### config.mk
export PLATFORM = sky130hd
export DESIGN_NAME = min_max_contrast_stretch
export DESIGN_NICKNAME = d
export VERILOG_FILES = /design/src/design/mmcs_pkg.sv /design/src/design/mmcs_queue.sv /design/src/design/mmcs_front.sv /design/src/design/mmcs_back.sv /design/src/design/min_max_contrast_stretch.sv
export SDC_FILE = /design/constraint.sdc
export NUM_CORES = 2
export LEC_CHECK = 0
export BUFFER_PORTS_ARGS = -buffer_cell sky130_fd_sc_hd__clkbuf_2
export CAP_MARGIN = 20
export CELL_PAD_IN_SITES_DETAIL_PLACEMENT = 0
export CELL_PAD_IN_SITES_GLOBAL_PLACEMENT = 1
export CORE_MARGIN = 5
export CORE_UTILIZATION = 35
export DETAILED_ROUTE_END_ITERATION = 10
export GPL_TIMING_DRIVEN = 0
export PLACE_DENSITY_LB_ADDON = 0.05
export SLEW_MARGIN = 20
export SYNTH_ARGS = -nofsm -noshare
export SYNTH_HDL_FRONTEND = slang
export SYNTH_HIERARCHICAL = 1
export SYNTH_SLANG_ARGS = --single-unit
### constraint.sdc
create_clock -name clk -period 23.1 [get_ports clk]
set_input_delay 4.62 -clock clk [delete_from_list [all_inputs] [get_ports clk]]
set_output_delay 4.62 -clock clk [all_outputs]
set_load 0.01 [all_outputs]
### src/design/mmcs_pkg.sv
package mmcs_pkg;

	localparam int PIXEL_WIDTH = 16;
	localparam int DATA_W      = 16;

	localparam logic [DATA_W-1:0] WIDE_MAX   = DATA_W'((32'd1 << PIXEL_WIDTH) - 32'd1);
	localparam logic [DATA_W-1:0] NARROW_MAX = DATA_W'(255);

	// Remap job queue between front and back.
	localparam int QUEUE_DEPTH = 4;
	localparam int QPTR_W      = $clog2(QUEUE_DEPTH);
	localparam int QCNT_W      = $clog2(QUEUE_DEPTH + 1);

	// Configuration register indexes.
	localparam int CFG_IDX_W = 2;
	localparam logic [CFG_IDX_W-1:0] REG_PIXEL_FORMAT = 2'd0;
	localparam logic [CFG_IDX_W-1:0] REG_OUT_MIN      = 2'd1;
	localparam logic [CFG_IDX_W-1:0] REG_OUT_MAX      = 2'd2;

	// Action codes.
	localparam logic ACT_MEASURE = 1'b0;
	localparam logic ACT_REMAP   = 1'b1;

	// Pixel format codes.
	localparam logic FMT_NARROW = 1'b0;
	localparam logic FMT_WIDE   = 1'b1;

	// Divider sizing: the rounded numerator is below 2^35, the divisor 2*R below 2^17.
	localparam int NUM_W      = 36;
	localparam int DIVIDEND_W = 35;
	localparam int DIVISOR_W  = 17;
	localparam int DIV_CNT_W  = $clog2(DIVIDEND_W + 1);

	typedef struct packed {
		logic [DATA_W-1:0] pixel;
		logic [DATA_W-1:0] min_seen;
		logic [DATA_W-1:0] max_seen;
	} remap_job_t;

	typedef struct packed {
		logic full;
		logic empty;
	} queue_status_t;

	function automatic logic [DATA_W-1:0] format_max(input logic fmt);
		return (fmt == FMT_WIDE) ? WIDE_MAX : NARROW_MAX;
	endfunction

endpackage

### src/design/mmcs_queue.sv
module mmcs_queue
	import mmcs_pkg::*;
(
	input  logic          clk,
	input  logic          arst_n,
	input  logic          push,
	input  remap_job_t    push_job,
	input  logic          pop,
	output remap_job_t    head_job,
	output queue_status_t status
);

	remap_job_t        mem_q [QUEUE_DEPTH];
	logic [QPTR_W-1:0] wr_ptr_q;
	logic [QPTR_W-1:0] rd_ptr_q;
	logic [QCNT_W-1:0] count_q;

	function automatic logic [QPTR_W-1:0] next_ptr(input logic [QPTR_W-1:0] ptr);
		return (ptr == QPTR_W'(QUEUE_DEPTH - 1)) ? '0 : ptr + QPTR_W'(1);
	endfunction

	assign status.full  = (count_q == QCNT_W'(QUEUE_DEPTH));
	assign status.empty = (count_q == '0);
	assign head_job     = mem_q[rd_ptr_q];

	always_ff @(posedge clk) begin
		if (push) begin
			mem_q[wr_ptr_q] <= push_job;
		end
	end

	always_ff @(posedge clk or negedge arst_n) begin
		if (!arst_n) begin
			wr_ptr_q <= '0;
			rd_ptr_q <= '0;
			count_q  <= '0;
		end else begin
			if (push) begin
				wr_ptr_q <= next_ptr(wr_ptr_q);
			end
			if (pop) begin
				rd_ptr_q <= next_ptr(rd_ptr_q);
			end
			if (push && !pop) begin
				count_q <= count_q + QCNT_W'(1);
			end else if (pop && !push) begin
				count_q <= count_q - QCNT_W'(1);
			end
		end
	end

	a_count_bound: assert property (@(posedge clk) disable iff (!arst_n)
		count_q <= QCNT_W'(QUEUE_DEPTH))
		else $error("queue count above depth");

	a_no_push_full: assert property (@(posedge clk) disable iff (!arst_n)
		status.full |-> !push)
		else $error("push into a full queue");

endmodule

### src/design/mmcs_front.sv
module mmcs_front
	import mmcs_pkg::*;
(
	input  logic              clk,
	input  logic              arst_n,
	input  logic              in_valid,
	output logic              in_stall,
	input  logic              action,
	input  logic [DATA_W-1:0] pixel_value,
	input  logic              frame_start,
	input  logic              pixel_format,
	input  queue_status_t     q_status,
	output logic              push,
	output remap_job_t        push_job
);

	logic [DATA_W-1:0] min_q;
	logic [DATA_W-1:0] max_q;
	logic [DATA_W-1:0] fmax;
	logic [DATA_W-1:0] pix;
	logic [DATA_W-1:0] base_min;
	logic [DATA_W-1:0] base_max;
	logic              accept;

	assign in_stall = q_status.full;
	assign accept   = in_valid && !in_stall;
	assign fmax     = format_max(pixel_format);
	assign pix      = pixel_value & fmax;

	// A frame start restarts the measurement before this pixel is counted.
	assign base_min = frame_start ? fmax : min_q;
	assign base_max = frame_start ? '0 : max_q;

	// Remap beats take a snapshot of the measured range along with them.
	assign push              = accept && (action == ACT_REMAP);
	assign push_job.pixel    = pix;
	assign push_job.min_seen = min_q;
	assign push_job.max_seen = max_q;

	always_ff @(posedge clk or negedge arst_n) begin
		if (!arst_n) begin
			min_q <= WIDE_MAX;
			max_q <= '0;
		end else if (accept && (action == ACT_MEASURE)) begin
			min_q <= (pix < base_min) ? pix : base_min;
			max_q <= (pix > base_max) ? pix : base_max;
		end
	end

	a_range_ordered: assert property (@(posedge clk) disable iff (!arst_n)
		(accept && (action == ACT_MEASURE)) |=> (min_q <= max_q))
		else $error("measured range inverted after a measure beat");

endmodule

### src/design/mmcs_back.sv
module mmcs_back
	import mmcs_pkg::*;
(
	input  logic              clk,
	input  logic              arst_n,
	input  queue_status_t     q_status,
	input  remap_job_t        head_job,
	output logic              pop,
	input  logic              pixel_format,
	input  logic [DATA_W-1:0] out_min,
	input  logic [DATA_W-1:0] out_max,
	output logic              out_valid,
	input  logic              out_stall,
	output logic [DATA_W-1:0] pixel_out
);

	typedef enum logic [2:0] {
		S_IDLE,
		S_MUL,
		S_SUM,
		S_DIV,
		S_CLAMP,
		S_DONE
	} state_t;

	state_t                   state_q;
	remap_job_t               job_s1;
	logic [2*DATA_W-1:0]      prod_a_s2;
	logic signed [33:0]       prod_b_s2;
	logic [DATA_W-1:0]        range_s2;
	logic                     flat_s2;
	logic [DIVIDEND_W-1:0]    quo_q;
	logic [DIVISOR_W-1:0]     rem_q;
	logic [DIVISOR_W-1:0]     div_d_q;
	logic [DIV_CNT_W-1:0]     cnt_q;
	logic [DATA_W-1:0]        res_q;
	logic                     out_valid_q;
	logic [DATA_W-1:0]        pixel_out_q;

	logic [DATA_W-1:0]        fmax;
	logic [DATA_W-1:0]        range;
	logic signed [16:0]       offset;
	logic signed [16:0]       delta;
	logic signed [NUM_W-1:0]  sum;
	logic signed [NUM_W-1:0]  num;
	logic [DIVISOR_W:0]       trial;
	logic                     fits;
	logic                     load_out;

	assign fmax   = format_max(pixel_format);
	assign pop    = (state_q == S_IDLE) && !q_status.empty;
	assign range  = job_s1.max_seen - job_s1.min_seen;
	assign offset = $signed({1'b0, job_s1.pixel}) - $signed({1'b0, job_s1.min_seen});
	assign delta  = $signed({1'b0, out_max}) - $signed({1'b0, out_min});
	assign sum    = $signed({4'b0, prod_a_s2}) + NUM_W'(prod_b_s2);
	assign num    = (sum <<< 1) + $signed({20'b0, range_s2});
	assign trial  = {rem_q, quo_q[DIVIDEND_W-1]};
	assign fits   = (trial >= {1'b0, div_d_q});

	// A finished result moves to the output register once that register is free.
	assign load_out = (state_q == S_DONE) && (!out_valid_q || !out_stall);

	assign out_valid = out_valid_q;
	assign pixel_out = pixel_out_q;

	always_ff @(posedge clk) begin
		unique case (state_q)
			S_IDLE: begin
				job_s1 <= head_job;
			end
			S_MUL: begin
				prod_a_s2 <= out_min * range;
				prod_b_s2 <= offset * delta;
				range_s2  <= range;
				flat_s2   <= (job_s1.max_seen <= job_s1.min_seen);
			end
			default: begin
			end
		endcase
	end

	always_ff @(posedge clk or negedge arst_n) begin
		if (!arst_n) begin
			state_q     <= S_IDLE;
			out_valid_q <= 1'b0;
			pixel_out_q <= '0;
			quo_q       <= '0;
			rem_q       <= '0;
			div_d_q     <= '0;
			cnt_q       <= '0;
			res_q       <= '0;
		end else begin
			if (load_out) begin
				out_valid_q <= 1'b1;
			end else if (out_valid_q && !out_stall) begin
				out_valid_q <= 1'b0;
			end
			unique case (state_q)
				S_IDLE: begin
					if (!q_status.empty) begin
						state_q <= S_MUL;
					end
				end
				S_MUL: begin
					state_q <= S_SUM;
				end
				S_SUM: begin
					if (flat_s2) begin
						res_q   <= (out_min > fmax) ? fmax : out_min;
						state_q <= S_DONE;
					end else if (num < 0) begin
						res_q   <= '0;
						state_q <= S_DONE;
					end else begin
						quo_q   <= num[DIVIDEND_W-1:0];
						rem_q   <= '0;
						div_d_q <= {range_s2, 1'b0};
						cnt_q   <= DIV_CNT_W'(DIVIDEND_W);
						state_q <= S_DIV;
					end
				end
				S_DIV: begin
					rem_q <= fits ? DIVISOR_W'(trial - {1'b0, div_d_q})
					              : trial[DIVISOR_W-1:0];
					quo_q <= {quo_q[DIVIDEND_W-2:0], fits};
					cnt_q <= cnt_q - DIV_CNT_W'(1);
					if (cnt_q == DIV_CNT_W'(1)) begin
						state_q <= S_CLAMP;
					end
				end
				S_CLAMP: begin
					res_q   <= ((|quo_q[DIVIDEND_W-1:DATA_W]) || (quo_q[DATA_W-1:0] > fmax))
					           ? fmax : quo_q[DATA_W-1:0];
					state_q <= S_DONE;
				end
				S_DONE: begin
					if (load_out) begin
						pixel_out_q <= res_q;
						state_q     <= S_IDLE;
					end
				end
				default: begin
					state_q <= S_IDLE;
				end
			endcase
		end
	end

	a_divisor_nonzero: assert property (@(posedge clk) disable iff (!arst_n)
		(state_q == S_DIV) |-> (div_d_q != '0))
		else $error("divide step with a zero divisor");

	a_result_from_done: assert property (@(posedge clk) disable iff (!arst_n)
		$rose(out_valid_q) |-> $past(state_q == S_DONE))
		else $error("result register loaded outside the done state");

endmodule

### src/design/min_max_contrast_stretch.sv
// Linear min/max contrast stretch for grey-level pixels, streamed in two passes.
// Input channel (in_valid / in_stall) carries one pixel per beat with an action bit:
// a measure beat updates the running minimum and maximum (frame_start clears them
// first), a remap beat produces one output beat on pixel_out (out_valid / out_stall)
// equal to out_min + (p - min) * (out_max - out_min) / (max - min), rounded half up
// and clamped to the pixel format maximum. A flat range yields out_min, clamped too.
// Measure beats are taken one per cycle unless the job queue is full, and give no
// result. Remap beats go into a four-entry job queue with a snapshot of the measured
// range; the back end works on one job at a time: two products, one sum, then a
// restoring divider that retires one quotient bit per cycle, then a clamp. The divider
// sets the sustained remap rate; a flat range or a negative numerator (which yields
// zero) skips the divider.
// in_stall rises only while the job queue is full, so measure beats keep flowing while
// the back end computes. When the receiver stalls, the finished result waits in the
// output register; the back end may finish the next job and holds it until that
// register frees. The user writes the configuration (pixel_format, out_min, out_max)
// with write_en / write_index / write_data only while idle; the block does not check it.
// Reset clears the queue and output valid, sets the range to empty (minimum at the
// wide format maximum, maximum at zero) and loads the register reset values.
module min_max_contrast_stretch
	import mmcs_pkg::*;
(
	input  logic                 clk,
	input  logic                 arst_n,
	input  logic                 write_en,
	input  logic [CFG_IDX_W-1:0] write_index,
	input  logic [DATA_W-1:0]    write_data,
	input  logic                 in_valid,
	output logic                 in_stall,
	input  logic                 action,
	input  logic [DATA_W-1:0]    pixel_value,
	input  logic                 frame_start,
	output logic                 out_valid,
	input  logic                 out_stall,
	output logic [DATA_W-1:0]    pixel_out
);

	logic              pixel_format_q;
	logic [DATA_W-1:0] out_min_q;
	logic [DATA_W-1:0] out_max_q;

	queue_status_t q_status;
	remap_job_t    push_job;
	remap_job_t    head_job;
	logic          push;
	logic          pop;

	// Configuration registers; an index past the last register is ignored.
	always_ff @(posedge clk or negedge arst_n) begin
		if (!arst_n) begin
			pixel_format_q <= FMT_NARROW;
			out_min_q      <= '0;
			out_max_q      <= DATA_W'(255);
		end else if (write_en) begin
			unique case (write_index)
				REG_PIXEL_FORMAT: pixel_format_q <= write_data[0];
				REG_OUT_MIN:      out_min_q      <= write_data;
				REG_OUT_MAX:      out_max_q      <= write_data;
				default: begin
				end
			endcase
		end
	end

	// The front end measures and sorts beats; remap beats become queued jobs.
	mmcs_front u_front (
		.clk          (clk),
		.arst_n       (arst_n),
		.in_valid     (in_valid),
		.in_stall     (in_stall),
		.action       (action),
		.pixel_value  (pixel_value),
		.frame_start  (frame_start),
		.pixel_format (pixel_format_q),
		.q_status     (q_status),
		.push         (push),
		.push_job     (push_job)
	);

	mmcs_queue u_queue (
		.clk      (clk),
		.arst_n   (arst_n),
		.push     (push),
		.push_job (push_job),
		.pop      (pop),
		.head_job (head_job),
		.status   (q_status)
	);

	// The back end does the rounded rational division and owns the output register.
	mmcs_back u_back (
		.clk          (clk),
		.arst_n       (arst_n),
		.q_status     (q_status),
		.head_job     (head_job),
		.pop          (pop),
		.pixel_format (pixel_format_q),
		.out_min      (out_min_q),
		.out_max      (out_max_q),
		.out_valid    (out_valid),
		.out_stall    (out_stall),
		.pixel_out    (pixel_out)
	);

endmodule
==> out/results.tsv <==
metric	value	unit
Die Ht	369	µm
RSZ-0062 raised after global routing	false	
Worst-Margin Slew	1.22	ns
Synth top cells by count	inv_1 (652), fa_1 (498), nand2_1 (465)	
CP Data Arrival Time	12.55	ns
CP max-delay cell	clkbuf_1	
simple-gate share of the synthesized area	0.122	
CP Class	reg2reg	
f_max	0.0819	GHz
Clock Latency Late Sink	0.67	ns
skew final	0.0384	ns
remaining global-route overflow	0	
Syn Inst Count	4230	
area share of the largest cell type after synthesis	0.221	
H-tree levels	2	
Worst Setup End Kind	register	
register area share after synthesis	0.317	
Netlist cell types	102	
vias in the first global route	32700	
largest net degree at the start of global routing	74	
Required @ worst endpoint	23.44	ns
CP dominant cell by count	fa_1	
post_cts resized	0	
Synth area leader	fa_1	
multi-input logic area	27700	µm²
Post-synth top flop	edfxtp_1	
Post-CTS Hold Buffers	0	
initial DRC count	1661	
Nets	5275	
Post-Syn Area per Cell	10.6	µm²
worst min path class	reg2reg	
Final ANT Viol Nets	0	
Worst path max stage delay	0.83	ns
first-pass GRT wire length	215000	µm
Post-Synth Adder-Cell Area	0.320	
Hold Fails Final Rpt	0	
Wirelength per Cell	23.1	µm
netlist area before placement	45000	µm²
CP Launch Type	register	
WHS	0.489	ns
MaxCap Viol Count	0	
Reg area	14300	µm²
Final setup viols	0	
Die Wd	369	µm
Post-synth EDFFs	323	
clk slew on worst S/H paths	0.06	ns
via count	30600	
Final HPWL DP	114000	µm
most common cell in the netlist	inv_1	
worst setup slack after placement	10.97	ns
largest cells by area after synthesis	fa_1 (22%), edfxtp_1 (22%), ha_1 (9.9%)	
Tmin final	12.20	ns
relative slew slack	0.180	
Avg Vias per Cell	5.02	
worst-path maximum fanout	10	
Synth Area in Compound Gates	0.0948	
final worst slack	10.90	ns
xor and xnor fraction of the mapped netlist area	0.0325	
Sum Neg Setup Slack	0	ns
num rows	131	
async set-reset flop share out of synthesis	0.360	
initial antenna violation count	4	
Util after Layout	0.393	
Pins Over Slew Limit	0	
post-synthesis mux area share	0.0414	
final worst path period share	0.528	
buffer count from post-CTS setup fixing	0	
register bit total from synthesis	505	
largest family of logic cells by synthesized area	adder cells	
CTS buffer count	59	
final WL	141000	µm
layout cell share with drive strength beyond 1	0.102	
Synth Net Count	5124	
CTS Sinks	505	
clk buf depth	3	
CORE AREA	128000	µm²
IO Pins	59	
final RePlAce weighted congestion	0.857	
initial core utilization	0.353	
gr usage total	0.211	
Fillers	12600	
outcome	completed	
IO Port Bufs	58	
Area Overhead vs Synth	11.4	%
Synth warnings	6	
Die Footprint	136000	µm²
Detailed Routing Iterations Pass 1	5	
Remaining DRCs	0	
clk root buf	clkbuf_16	
CTS tree	done	
## layout make-up
class,count,area share
sequential,505,0.285
antenna,5,0.000250
timing repair buffer,90,0.0135
clock buffer,71,0.0312
tap,1662,0.0415
multi-input combinational,2920,0.552
clock inverter,41,0.0117
buffer,152,0.0156
inverter,653,0.0489
## final timing paths
check,endpoint,startpoint,cells after the start,slack [ns]
min reg2reg,u_back/res_q[0],u_back/res_q[0],1,0.49
max in group asynchronous,u_front/min_q[15],arst_n,3,17.94
max,u_back/prod_b_s2[33],out_min_q[2],36,10.90
min in group asynchronous,u_queue/count_q[0],arst_n,1,3.93
max reg2reg,u_back/prod_b_s2[33],out_min_q[2],36,10.90
min,u_back/res_q[0],u_back/res_q[0],1,0.49
## through the flow
stage               cells  instance area (µm²)
floorplan            4230                45000
global placement     5950                47400
detailed placement   5981                47900
CTS                  6093                50100
global route         6094                50100
finish               6099                50100
## sequential cells by signal (all words and copies together) (netlist names), 3 cells and up
register and cells:
u_back/prod_b_s2 34, u_back/rem_q 17, u_back/pixel_out 16, u_back/prod_a_s2 32, u_queue/mem_q 192, u_back/res_q 16
u_back/job_s1 48, out_max_q 16, u_back/quo_q 35, u_front/max_q 16, out_min_q 16, u_back/cnt_q 6
u_queue/count_q 3, u_front/min_q 16, u_back/state_q 3, u_back/div_d_q 16, u_back/range_s2 16
## layout by cell type, fill, tap and decap left out, types with 113 or more instances in the layout
master	Yosys	routed
clkbuf_1	105	113
fa_1	498	498
edfxtp_1	323	323
a21oi_1	165	164
and2_1	128	124
o21ai_0	116	116
inv_1	652	652
nand2_1	465	465
ha_1	355	355
nor2_1	268	266
dfrtp_1	158	158
## critical path, delay by kind of cell (launching register included)
| kind | cells | cell delay [ns] |
|---|---|---|
| xor gates and xnor gates | 2 | 1.37 |
| buffers and inverters | 6 | 1.91 |
| AOI/OAI and AO/OA | 16 | 3.73 |
| DFF | 1 | 0.35 |
| adders and majority gates | 8 | 3.67 |
| and+or+nand+nor | 4 | 0.82 |
## cell families after synthesis
kind of cell               count (synthesis)
DFF                                      505
and+or+nand+nor                         1163
adders and majority gates                853
AOI/OAI and AO/OA                        625
muxes                                    112
xor gates and xnor gates                 167
buffers and inverters                    805
## routing by layer
layer | share of wire | GRT usage | routed length (µm) | vias up
li1 | - | - | - | 14500
met1 | 0.47 | 0.297 | 66000 | 15600
met2 | 0.48 | 0.360 | 67700 | 484
met3 | 0.031 | 0.0193 | 4360 | 113
met4 | 0.019 | 0.0380 | 2670 | 0
met5 | 0 | 0 | 0 | -
Power is left out: the tool's default activity adds up to more than one toggle a clock period on the data nets, which glitch-free logic cannot reach.
